### config.mk
export PLATFORM = sky130hd
export DESIGN_NAME = i2c_multimaster_send_retry_ctrl_core
export DESIGN_NICKNAME = d
export VERILOG_FILES = /design/src/design/i2cmsr_pkg.sv /design/src/design/i2cmsr_cfg.sv /design/src/design/i2cmsr_evt.sv /design/src/design/i2c_multimaster_send_retry_ctrl_core.sv
export SDC_FILE = /design/constraint.sdc
export NUM_CORES = 1
export LEC_CHECK = 0
export BUFFER_PORTS_ARGS = -buffer_cell sky130_fd_sc_hd__buf_2
export CAP_MARGIN = 20
export CELL_PAD_IN_SITES_DETAIL_PLACEMENT = 1
export CELL_PAD_IN_SITES_GLOBAL_PLACEMENT = 1
export CORE_ASPECT_RATIO = 0.9
export CORE_UTILIZATION = 32
export DETAILED_ROUTE_END_ITERATION = 7
export GPL_TIMING_DRIVEN = 0
export PLACE_DENSITY = 0.75
export SYNTH_ARGS = -nofsm -noshare
export SYNTH_HDL_FRONTEND = slang
export SYNTH_SLANG_ARGS = --single-unit
### constraint.sdc
create_clock -name clk_i -period 1.95 [get_ports clk_i]
set_clock_uncertainty 0.1 [all_clocks]
set_input_delay 0.4875 -clock clk_i [delete_from_list [all_inputs] [get_ports clk_i]]
set_output_delay 0.4875 -clock clk_i [all_outputs]
set_load 0.05 [all_outputs]
### src/design/i2cmsr_pkg.sv
`default_nettype none

package i2cmsr_pkg;

  // Register map
  localparam int unsigned CfgAddrW = 3;
  localparam logic [0:0] RegRecvCapacity = 1'b0;
  localparam logic [7:0] RecvCapacityReset = 8'd32;

  typedef enum logic [1:0] {
    REQ_SEND  = 2'd0,
    REQ_EVENT = 2'd1,
    REQ_ERROR = 2'd2,
    REQ_POLL  = 2'd3
  } req_type_e;

  typedef enum logic [1:0] {
    OUTC_NONE  = 2'd0,
    OUTC_SENT  = 2'd1,
    OUTC_NACK  = 2'd2,
    OUTC_ERROR = 2'd3
  } outcome_e;

  typedef struct packed {
    req_type_e  req_type;
    logic [6:0] dest_address;
    logic [7:0] send_length;
    logic       flag_addr;
    logic       flag_stop;
    logic       flag_nack;
    logic       flag_busy;
    logic       flag_arlo;
    logic       flag_berr;
    logic       flag_ovr;
    logic [7:0] rx_remaining;
  } event_t;

  typedef struct packed {
    logic       mst_on;
    logic       rty_due;
    logic [7:0] stored_address;
    logic [7:0] stored_length;
  } seq_state_t;

  typedef struct packed {
    logic sent;
    logic nack;
    logic error;
    logic retry;
  } cnt_inc_t;

  typedef struct packed {
    logic       launch_send;
    logic [7:0] launch_address;
    logic [7:0] launch_length;
    logic       send_done;
    outcome_e   send_outcome;
    logic       rx_arm;
    logic       rx_disable;
    logic       packet_ready;
    logic [7:0] packet_length;
    logic       bus_reset;
    logic       poll_schedule;
  } action_t;

endpackage

`default_nettype wire

### src/design/i2cmsr_cfg.sv
`default_nettype none

module i2cmsr_cfg (
  input  wire logic                              clk_i,
  input  wire logic                              rst_ni,
  input  wire logic                              psel,
  input  wire logic                              penable,
  input  wire logic                              pwrite,
  input  wire logic [i2cmsr_pkg::CfgAddrW-1:0]   paddr,
  input  wire logic [31:0]                       pwdata,
  output logic      [31:0]                       prdata,
  output logic                                   pready,
  output logic      [7:0]                        recv_capacity_o
);

  logic [7:0] recv_capacity_q, recv_capacity_d;
  logic       wr_en;

  assign pready = 1'b1;
  assign wr_en  = psel && penable && pwrite && pready;

  always_comb begin
    recv_capacity_d = recv_capacity_q;
    if (wr_en && (paddr[2] == i2cmsr_pkg::RegRecvCapacity)) begin
      recv_capacity_d = pwdata[7:0];
    end
  end

  always_ff @(posedge clk_i or negedge rst_ni) begin
    if (!rst_ni) begin
      recv_capacity_q <= i2cmsr_pkg::RecvCapacityReset;
    end else begin
      recv_capacity_q <= recv_capacity_d;
    end
  end

  // Only one register; everything else reads as zero
  always_comb begin
    prdata = '0;
    if (paddr[2] == i2cmsr_pkg::RegRecvCapacity) begin
      prdata = {24'd0, recv_capacity_q};
    end
  end

  assign recv_capacity_o = recv_capacity_q;

endmodule

`default_nettype wire

### src/design/i2cmsr_evt.sv
`default_nettype none

module i2cmsr_evt (
  input  wire i2cmsr_pkg::event_t     evt_i,
  input  wire i2cmsr_pkg::seq_state_t st_i,
  input  wire logic [7:0]             recv_capacity_i,
  output i2cmsr_pkg::seq_state_t      st_o,
  output i2cmsr_pkg::cnt_inc_t        inc_o,
  output i2cmsr_pkg::action_t         act_o
);

  logic handled;

  assign handled = evt_i.flag_berr || evt_i.flag_arlo || evt_i.flag_ovr;

  always_comb begin
    st_o  = st_i;
    inc_o = '0;
    act_o = '0;
    act_o.send_outcome = i2cmsr_pkg::OUTC_NONE;
    unique case (evt_i.req_type)
      i2cmsr_pkg::REQ_SEND: begin
        // ignored while a master write is in flight
        if (!st_i.mst_on) begin
          act_o.bus_reset      = evt_i.flag_busy;
          st_o.mst_on          = 1'b1;
          st_o.rty_due         = 1'b0;
          st_o.stored_address  = {evt_i.dest_address, 1'b0};
          st_o.stored_length   = evt_i.send_length;
          act_o.launch_send    = 1'b1;
          act_o.launch_address = {evt_i.dest_address, 1'b0};
          act_o.launch_length  = evt_i.send_length;
        end
      end
      i2cmsr_pkg::REQ_EVENT: begin
        // addressed as slave mid-send: we lost the bus, retry later
        if (evt_i.flag_addr && st_o.mst_on && !st_o.rty_due) begin
          st_o.rty_due        = 1'b1;
          inc_o.retry         = 1'b1;
          act_o.poll_schedule = 1'b1;
        end
        if (st_o.mst_on && !st_o.rty_due) begin
          if (evt_i.flag_stop) begin
            if (evt_i.flag_nack) begin
              inc_o.nack         = 1'b1;
              act_o.send_outcome = i2cmsr_pkg::OUTC_NACK;
            end else begin
              inc_o.sent         = 1'b1;
              act_o.send_outcome = i2cmsr_pkg::OUTC_SENT;
            end
            act_o.send_done = 1'b1;
            st_o.mst_on     = 1'b0;
          end
        end else if (evt_i.flag_addr) begin
          act_o.rx_arm = 1'b1;
        end else if (evt_i.flag_stop) begin
          act_o.rx_disable = 1'b1;
          if (evt_i.rx_remaining < recv_capacity_i) begin
            act_o.packet_ready  = 1'b1;
            act_o.packet_length = recv_capacity_i - evt_i.rx_remaining;
          end
        end
        if (st_o.rty_due && !evt_i.flag_busy) begin
          st_o.rty_due         = 1'b0;
          act_o.launch_send    = 1'b1;
          act_o.launch_address = st_i.stored_address;
          act_o.launch_length  = st_i.stored_length;
        end
      end
      i2cmsr_pkg::REQ_ERROR: begin
        act_o.bus_reset = evt_i.flag_berr;
        if (evt_i.flag_arlo && st_o.mst_on && !st_o.rty_due) begin
          st_o.rty_due        = 1'b1;
          inc_o.retry         = 1'b1;
          act_o.poll_schedule = 1'b1;
        end
        if (handled) begin
          if (st_o.mst_on && !st_o.rty_due) begin
            inc_o.error        = 1'b1;
            act_o.send_done    = 1'b1;
            act_o.send_outcome = i2cmsr_pkg::OUTC_ERROR;
            st_o.mst_on        = 1'b0;
          end else begin
            act_o.rx_disable = 1'b1;
          end
        end
      end
      i2cmsr_pkg::REQ_POLL: begin
        if (st_i.rty_due) begin
          if (evt_i.flag_busy) begin
            act_o.poll_schedule = 1'b1;
          end else begin
            st_o.rty_due         = 1'b0;
            act_o.launch_send    = 1'b1;
            act_o.launch_address = st_i.stored_address;
            act_o.launch_length  = st_i.stored_length;
          end
        end
      end
      default: begin
        st_o = st_i;
      end
    endcase
  end

endmodule

`default_nettype wire

### src/design/i2c_multimaster_send_retry_ctrl_core.sv
// I2C multimaster send sequencer with transparent retry after lost arbitration.
// Input channel (in_valid_i / in_ready_o) carries one event per transfer: a
// send request, an event interrupt, an error interrupt or a retry poll tick,
// with its flags. Output channel (out_valid_o / out_ready_i) returns exactly
// one action set per event: launch, done with outcome, receive arm/disable,
// packet delivery, bus reset and poll scheduling.
// The event is decoded against the sequencer state in one combinational pass
// and the actions land in the output register at the same edge that updates
// the state. Throughput: one event per cycle while the output side keeps
// taking results, set by that single pass and the output register.
// Stall: while a result waits untaken, in_ready_o stays high only if the
// result is taken in that same cycle; otherwise the event is held off.
// Reset clears the sequencer flags, stored address/length, the four 32-bit
// statistics counters, and the output valid; recv_capacity returns to 32.
// recv_capacity sits at APB byte address 0 and should be written only while
// the block is idle.
`default_nettype none

module i2c_multimaster_send_retry_ctrl_core (
  input  wire logic                            clk_i,
  input  wire logic                            rst_ni,
  // config
  input  wire logic                            psel,
  input  wire logic                            penable,
  input  wire logic                            pwrite,
  input  wire logic [i2cmsr_pkg::CfgAddrW-1:0] paddr,
  input  wire logic [31:0]                     pwdata,
  output logic      [31:0]                     prdata,
  output logic                                 pready,
  // event in
  input  wire logic                            in_valid_i,
  output logic                                 in_ready_o,
  input  wire logic [1:0]                      req_type_i,
  input  wire logic [6:0]                      dest_address_i,
  input  wire logic [7:0]                      send_length_i,
  input  wire logic                            flag_addr_i,
  input  wire logic                            flag_stop_i,
  input  wire logic                            flag_nack_i,
  input  wire logic                            flag_busy_i,
  input  wire logic                            flag_arlo_i,
  input  wire logic                            flag_berr_i,
  input  wire logic                            flag_ovr_i,
  input  wire logic [7:0]                      rx_remaining_i,
  // actions out
  output logic                                 out_valid_o,
  input  wire logic                            out_ready_i,
  output logic                                 launch_send_o,
  output logic      [7:0]                      launch_address_o,
  output logic      [7:0]                      launch_length_o,
  output logic                                 send_done_o,
  output logic      [1:0]                      send_outcome_o,
  output logic                                 rx_arm_o,
  output logic                                 rx_disable_o,
  output logic                                 packet_ready_o,
  output logic      [7:0]                      packet_length_o,
  output logic                                 bus_reset_o,
  output logic                                 poll_schedule_o
);

  logic [7:0] recv_capacity;

  i2cmsr_cfg u_cfg (
    .clk_i           (clk_i),
    .rst_ni          (rst_ni),
    .psel            (psel),
    .penable         (penable),
    .pwrite          (pwrite),
    .paddr           (paddr),
    .pwdata          (pwdata),
    .prdata          (prdata),
    .pready          (pready),
    .recv_capacity_o (recv_capacity)
  );

  i2cmsr_pkg::event_t     evt;
  i2cmsr_pkg::seq_state_t st_q, st_d, st_next;
  i2cmsr_pkg::cnt_inc_t   inc;
  i2cmsr_pkg::action_t    act, out_q, out_d;
  logic                   out_valid_q, out_valid_d;
  logic                   in_xfer;

  // statistics, wrap freely
  logic [31:0] sent_count_q, sent_count_d;
  logic [31:0] nack_count_q, nack_count_d;
  logic [31:0] error_count_q, error_count_d;
  logic [31:0] retry_count_q, retry_count_d;

  assign evt.req_type     = i2cmsr_pkg::req_type_e'(req_type_i);
  assign evt.dest_address = dest_address_i;
  assign evt.send_length  = send_length_i;
  assign evt.flag_addr    = flag_addr_i;
  assign evt.flag_stop    = flag_stop_i;
  assign evt.flag_nack    = flag_nack_i;
  assign evt.flag_busy    = flag_busy_i;
  assign evt.flag_arlo    = flag_arlo_i;
  assign evt.flag_berr    = flag_berr_i;
  assign evt.flag_ovr     = flag_ovr_i;
  assign evt.rx_remaining = rx_remaining_i;

  i2cmsr_evt u_evt (
    .evt_i           (evt),
    .st_i            (st_q),
    .recv_capacity_i (recv_capacity),
    .st_o            (st_next),
    .inc_o           (inc),
    .act_o           (act)
  );

  // accept when the result slot is empty or drains this cycle
  assign in_ready_o = !out_valid_q || out_ready_i;
  assign in_xfer    = in_valid_i && in_ready_o;

  always_comb begin
    st_d          = st_q;
    out_d         = out_q;
    out_valid_d   = out_valid_q;
    sent_count_d  = sent_count_q;
    nack_count_d  = nack_count_q;
    error_count_d = error_count_q;
    retry_count_d = retry_count_q;
    if (out_valid_q && out_ready_i) begin
      out_valid_d = 1'b0;
    end
    if (in_xfer) begin
      st_d          = st_next;
      out_d         = act;
      out_valid_d   = 1'b1;
      sent_count_d  = sent_count_q + {31'd0, inc.sent};
      nack_count_d  = nack_count_q + {31'd0, inc.nack};
      error_count_d = error_count_q + {31'd0, inc.error};
      retry_count_d = retry_count_q + {31'd0, inc.retry};
    end
  end

  always_ff @(posedge clk_i or negedge rst_ni) begin
    if (!rst_ni) begin
      st_q          <= '0;
      out_valid_q   <= 1'b0;
      sent_count_q  <= '0;
      nack_count_q  <= '0;
      error_count_q <= '0;
      retry_count_q <= '0;
    end else begin
      st_q          <= st_d;
      out_valid_q   <= out_valid_d;
      sent_count_q  <= sent_count_d;
      nack_count_q  <= nack_count_d;
      error_count_q <= error_count_d;
      retry_count_q <= retry_count_d;
    end
  end

  // payload register, no reset needed
  always_ff @(posedge clk_i) begin
    out_q <= out_d;
  end

  assign out_valid_o      = out_valid_q;
  assign launch_send_o    = out_q.launch_send;
  assign launch_address_o = out_q.launch_address;
  assign launch_length_o  = out_q.launch_length;
  assign send_done_o      = out_q.send_done;
  assign send_outcome_o   = out_q.send_outcome;
  assign rx_arm_o         = out_q.rx_arm;
  assign rx_disable_o     = out_q.rx_disable;
  assign packet_ready_o   = out_q.packet_ready;
  assign packet_length_o  = out_q.packet_length;
  assign bus_reset_o      = out_q.bus_reset;
  assign poll_schedule_o  = out_q.poll_schedule;

  // a finished send always reports a real outcome
  a_done_has_outcome: assert property (@(posedge clk_i) disable iff (!rst_ni)
    (out_valid_o && send_done_o) |-> (send_outcome_o != i2cmsr_pkg::OUTC_NONE))
    else $error("send_done without outcome");

  // a delivered packet is never empty
  a_packet_nonzero: assert property (@(posedge clk_i) disable iff (!rst_ni)
    (out_valid_o && packet_ready_o) |-> (packet_length_o != 8'd0))
    else $error("empty packet delivered");

  // accepted send on an idle master leaves the master active with a launch
  a_send_launches: assert property (@(posedge clk_i) disable iff (!rst_ni)
    (in_xfer && (req_type_i == i2cmsr_pkg::REQ_SEND) && !st_q.mst_on)
    |=> (st_q.mst_on && out_valid_o && launch_send_o && !launch_address_o[0]))
    else $error("send request did not launch");

  // a retry relaunch replays the stored address and length
  a_retry_replay: assert property (@(posedge clk_i) disable iff (!rst_ni)
    (in_xfer && (req_type_i == i2cmsr_pkg::REQ_POLL) && st_q.rty_due
     && !flag_busy_i)
    |=> (launch_send_o && (launch_address_o == $past(st_q.stored_address))
         && (launch_length_o == $past(st_q.stored_length)) && !st_q.rty_due))
    else $error("retry relaunch mismatch");

endmodule

`default_nettype wire

==> run_results.csv <==
group,metric,value,unit
route,vias_per_cell,4.59,
power,power_leakage,0.00200,uW
sta,setup_ws,-0.0144,ns
placement,place_area,3850,sq um
sta,rsz0062_at_grt,"true",
logic_synthesis,syn_area,3080,sq um
cells_and_area,fin_util,44.7,%
placement,pre_cts_ws,-0.658,ns
sta,tns,-0.0155,ns
cells_and_area,layout-drive-gt1-share,46.7,%
sta,tightest_slew,0.789,ns
clocking,cts_tree,"done",
critical_path,cp-end-kind,"flop",
sta,finalMaxSlewViolations,0,
logic_synthesis,synth-seq-cells,58,
route,wl_per_cell,14.8,microns
critical_path,timing.critical_path.buf_inv,1,
clocking,clk_path_buf_depth,2,
clocking,htreeDepth,3,
critical_path,path_class,"reg2reg",
cells_and_area,syn_to_final_growth,34.1,%
critical_path,cp_max_fo,3,
route,dr_total_vias,2408,
die,dieHeight,95.1,microns
die,dieArea,10000,sq um
global_route,grt_use_met3,4.72,%
global_route,grt_pass1_vias,2488,
clocking,cts_buffers,9,
cells_and_area,layout_common_cells,"buf_2 (91), edfxtp_1 (32), nor2_1 (31), buf_4 (31), conb_1 (26)",
power,pwr_density_cell,965,nW/um^2
logic_synthesis,yosysWarnings,0,
critical_path,cpMostUsedCell,"o21a_1",
logic_synthesis,synth.largest_area_cell,"edfxtp_1",
global_route,antenna_found_initial,0,
die,rows,33,
critical_path,critPathRequiredTime,1.93,ns
global_route,track_usage,16.2,%
sta,hold_viol_final,0,
critical_path,crit_slowest_cell,"dfrtp_1",
route,drcViolationCount,0,
placement,dp_hpwl,5.48,mm
clocking,path_clk_slew,0.07,ns
critical_path,cp.arrival,1.95,ns
status,status,"complete, but fails checks",
die,start_util,33.3,%
cells_and_area,final_cell_area,4140,sq um
clocking,cts.sinks,58,
sta,fmax,509,MHz
route,final_antenna_net_count,0,
global_route,grtUsageMet1,19.3,%
logic_synthesis,seq_area_frac_synth,52.3,%
placement,gp_congestion,0.785,
critical_path,cp_top_family,"adder cells",
route,drt_iter0_drc,75,
cells_and_area,antennaDiodeCount,0,
sta,hold-worst-slack,0.0889,ns
global_route,grt-ovfl-total,0,
sta,period_share,101,%
critical_path,path_cells,"inv_2, ha_4, fa_2, nor2b_4, o31a_1, o21a_1, o21a_1, nor3_2",
critical_path,max_stage_delay,0.36,ns
logic_synthesis,synth_area_leaders,"edfxtp_1 (31%), dfrtp_1 (20%), mux2_2 (7.7%)",
die,die-width,105,microns
placement,io_buffers,89,
cells_and_area,final_nets,486,
sta,slew_headroom,47.1,%
route,dr.pass1.iters,4,
global_route,grt_pass1_wl,12.3,mm
sta,fin_crit,1.96,ns
global_route,grt_use_met2,28.2,%
global_route,busiest_layer,"met2",
logic_synthesis,yosys.cell_types.count,47,
global_route,grt_start_max_net_pins,27,
logic_synthesis,synthCells,267,
critical_path,critPathLaunchType,"flop",
power,ir_worst_vdd,0.000352,V
cells_and_area,mostFrequentLayoutCell,"buf_2",
status,violations,"negative setup slack",
logic_synthesis,synth.avg_cell_area,11.5,sq um
logic_synthesis,synth_top_area_share,31.2,%
sta,setup_violations,2,
job,maxCapViolCount,0,
clocking,cts-root-buf,"clkbuf_8",
route,routed_wl,7.79,mm
hold_path,hp-class,"in2async",
die,core_area,9250,sq um
clocking,insertion_delay,0.33,ns
die,ios,142,
state kept, by name, summed over array words and instances, names as in the netlist:
signal and cells:
u_cfg.recv_capacity_o 8, launch_address_o 7, out_valid_o 1, launch_length_o 8, rx_arm_o 1, poll_schedule_o 1, packet_ready_o 1, st_q 17
rx_disable_o 1, bus_reset_o 1, launch_send_o 1, packet_length_o 8, send_outcome_o 2, send_done_o 1
per-layer routing:
metal / wire, microns / vias to the layer above
li1: - / 1161
met1: 3410 / 1155
met2: 3840 / 80
met3: 421 / 12
met4: 122 / 0
met5: 0 / -
per-stage QoR:
step	power, uW	instances
2_1_floorplan	2690	291
3_3_place_gp	2930	502
3_5_place_dp	2980	502
4_1_cts	4010	524
5_1_grt	4230	525
6_report	3990	525
Yosys cell counts (all sizes together):
cell and instances:
o21ai 7, o32ai 1, xor2 1, nand3b 2, a211oi 1, nand4b 1
a21boi 1, nor2b 11, nand2 6, nor2 31, nand4 2, and3 1
nor3 8, a21o 1, buf 30, and2b 1, dfstp 1, nand3 1
fa 1, edfxtp 32, a2111oi 2, dfrtp 25, a32oi 1, a2111o 1
inv 18, and2 1, a22o 1, ha 13, a21oi 9, conb 2
a22oi 16, o21a 7, mux2i 1, o31a 2, o21bai 1, mux2 23
nand2b 2, clkbuf 2
final cells by class:
type	count	area, sq um
buffer	32	234
clock buffer	10	128
clock inverter	6	33.8
fill	1066	5110
inverter	18	71.3
multi-input combinational	184	1410
sequential	58	1610
tap	122	153
timing repair buffer	94	483
timing repair inverter	1	5.00
timing repair:
action / 4_1_cts / 5_1_grt
pin swaps: 3 / 2
hold buffers: 0 / 0
cloned: 2 / 0
endpoints found under the setup margin: 26 / 19
gates resized for setup: 12 / 5
setup buffers: 4 / 1
endpoints found under the hold margin: 0 / 0
power breakdown:
| part | leakage [uW] | switching, uW | internal, uW |
|---|---|---|---|
| Clock | 0.0000896 | 487 | 451 |
| Sequential | 0.000628 | 139 | 1550 |
| Combinational | 0.00128 | 806 | 563 |
| Total | 0.00200 | 1430 | 2560 |
worst reg2reg max path: cells and delay by family (launching register included):
| family | cells | cell delay, ns |
|---|---|---|
| buffers and inverters | 1 | 0.06 |
| AO/OA/AOI/OAI | 3 | 0.47 |
| AND/OR/NAND/NOR | 2 | 0.20 |
| adder cells (fa/ha/maj) | 2 | 0.52 |
| flip-flops | 1 | 0.36 |
cells by family after synthesis:
group | after synthesis | synth area share [%]
and+or+nand+nor | 67 | 11.1
xor gates and xnor gates | 1 | 0.284
other | 2 | 0.244
adders and majority gates | 14 | 5.93
AOI/OAI and AO/OA | 51 | 11.9
DFF | 58 | 52.3
muxes | 24 | 8.73
buffers and inverters | 50 | 9.58
worst paths after layout:
| path | start | end | slack (ns) | cells after the start |
|---|---|---|---|---|
| worst min-delay path | rst_ni | st_q[17]$_DFFE_PN0P_ | 0.09 | 1 |
| min in group clk_i | pwdata[6] | u_cfg.recv_capacity_o[6]$_DFFE_PN0P_ | 0.29 | 2 |
| max in group asynchronous | rst_ni | out_valid_o$_DFFE_PN0P_ | 1.19 | 1 |
| worst max register to register | u_cfg.recv_capacity_o[0]$_DFFE_PN0P_ | packet_length_o[6]$_SDFFCE_PP0P_ | -0.01 | 8 |
| worst max-delay path | u_cfg.recv_capacity_o[0]$_DFFE_PN0P_ | packet_length_o[6]$_SDFFCE_PP0P_ | -0.01 | 8 |
| worst min register to register | st_q[13]$_DFFE_PN0P_ | st_q[13]$_DFFE_PN0P_ | 0.41 | 1 |
Note: power is estimated with default switching activity, not from simulation.
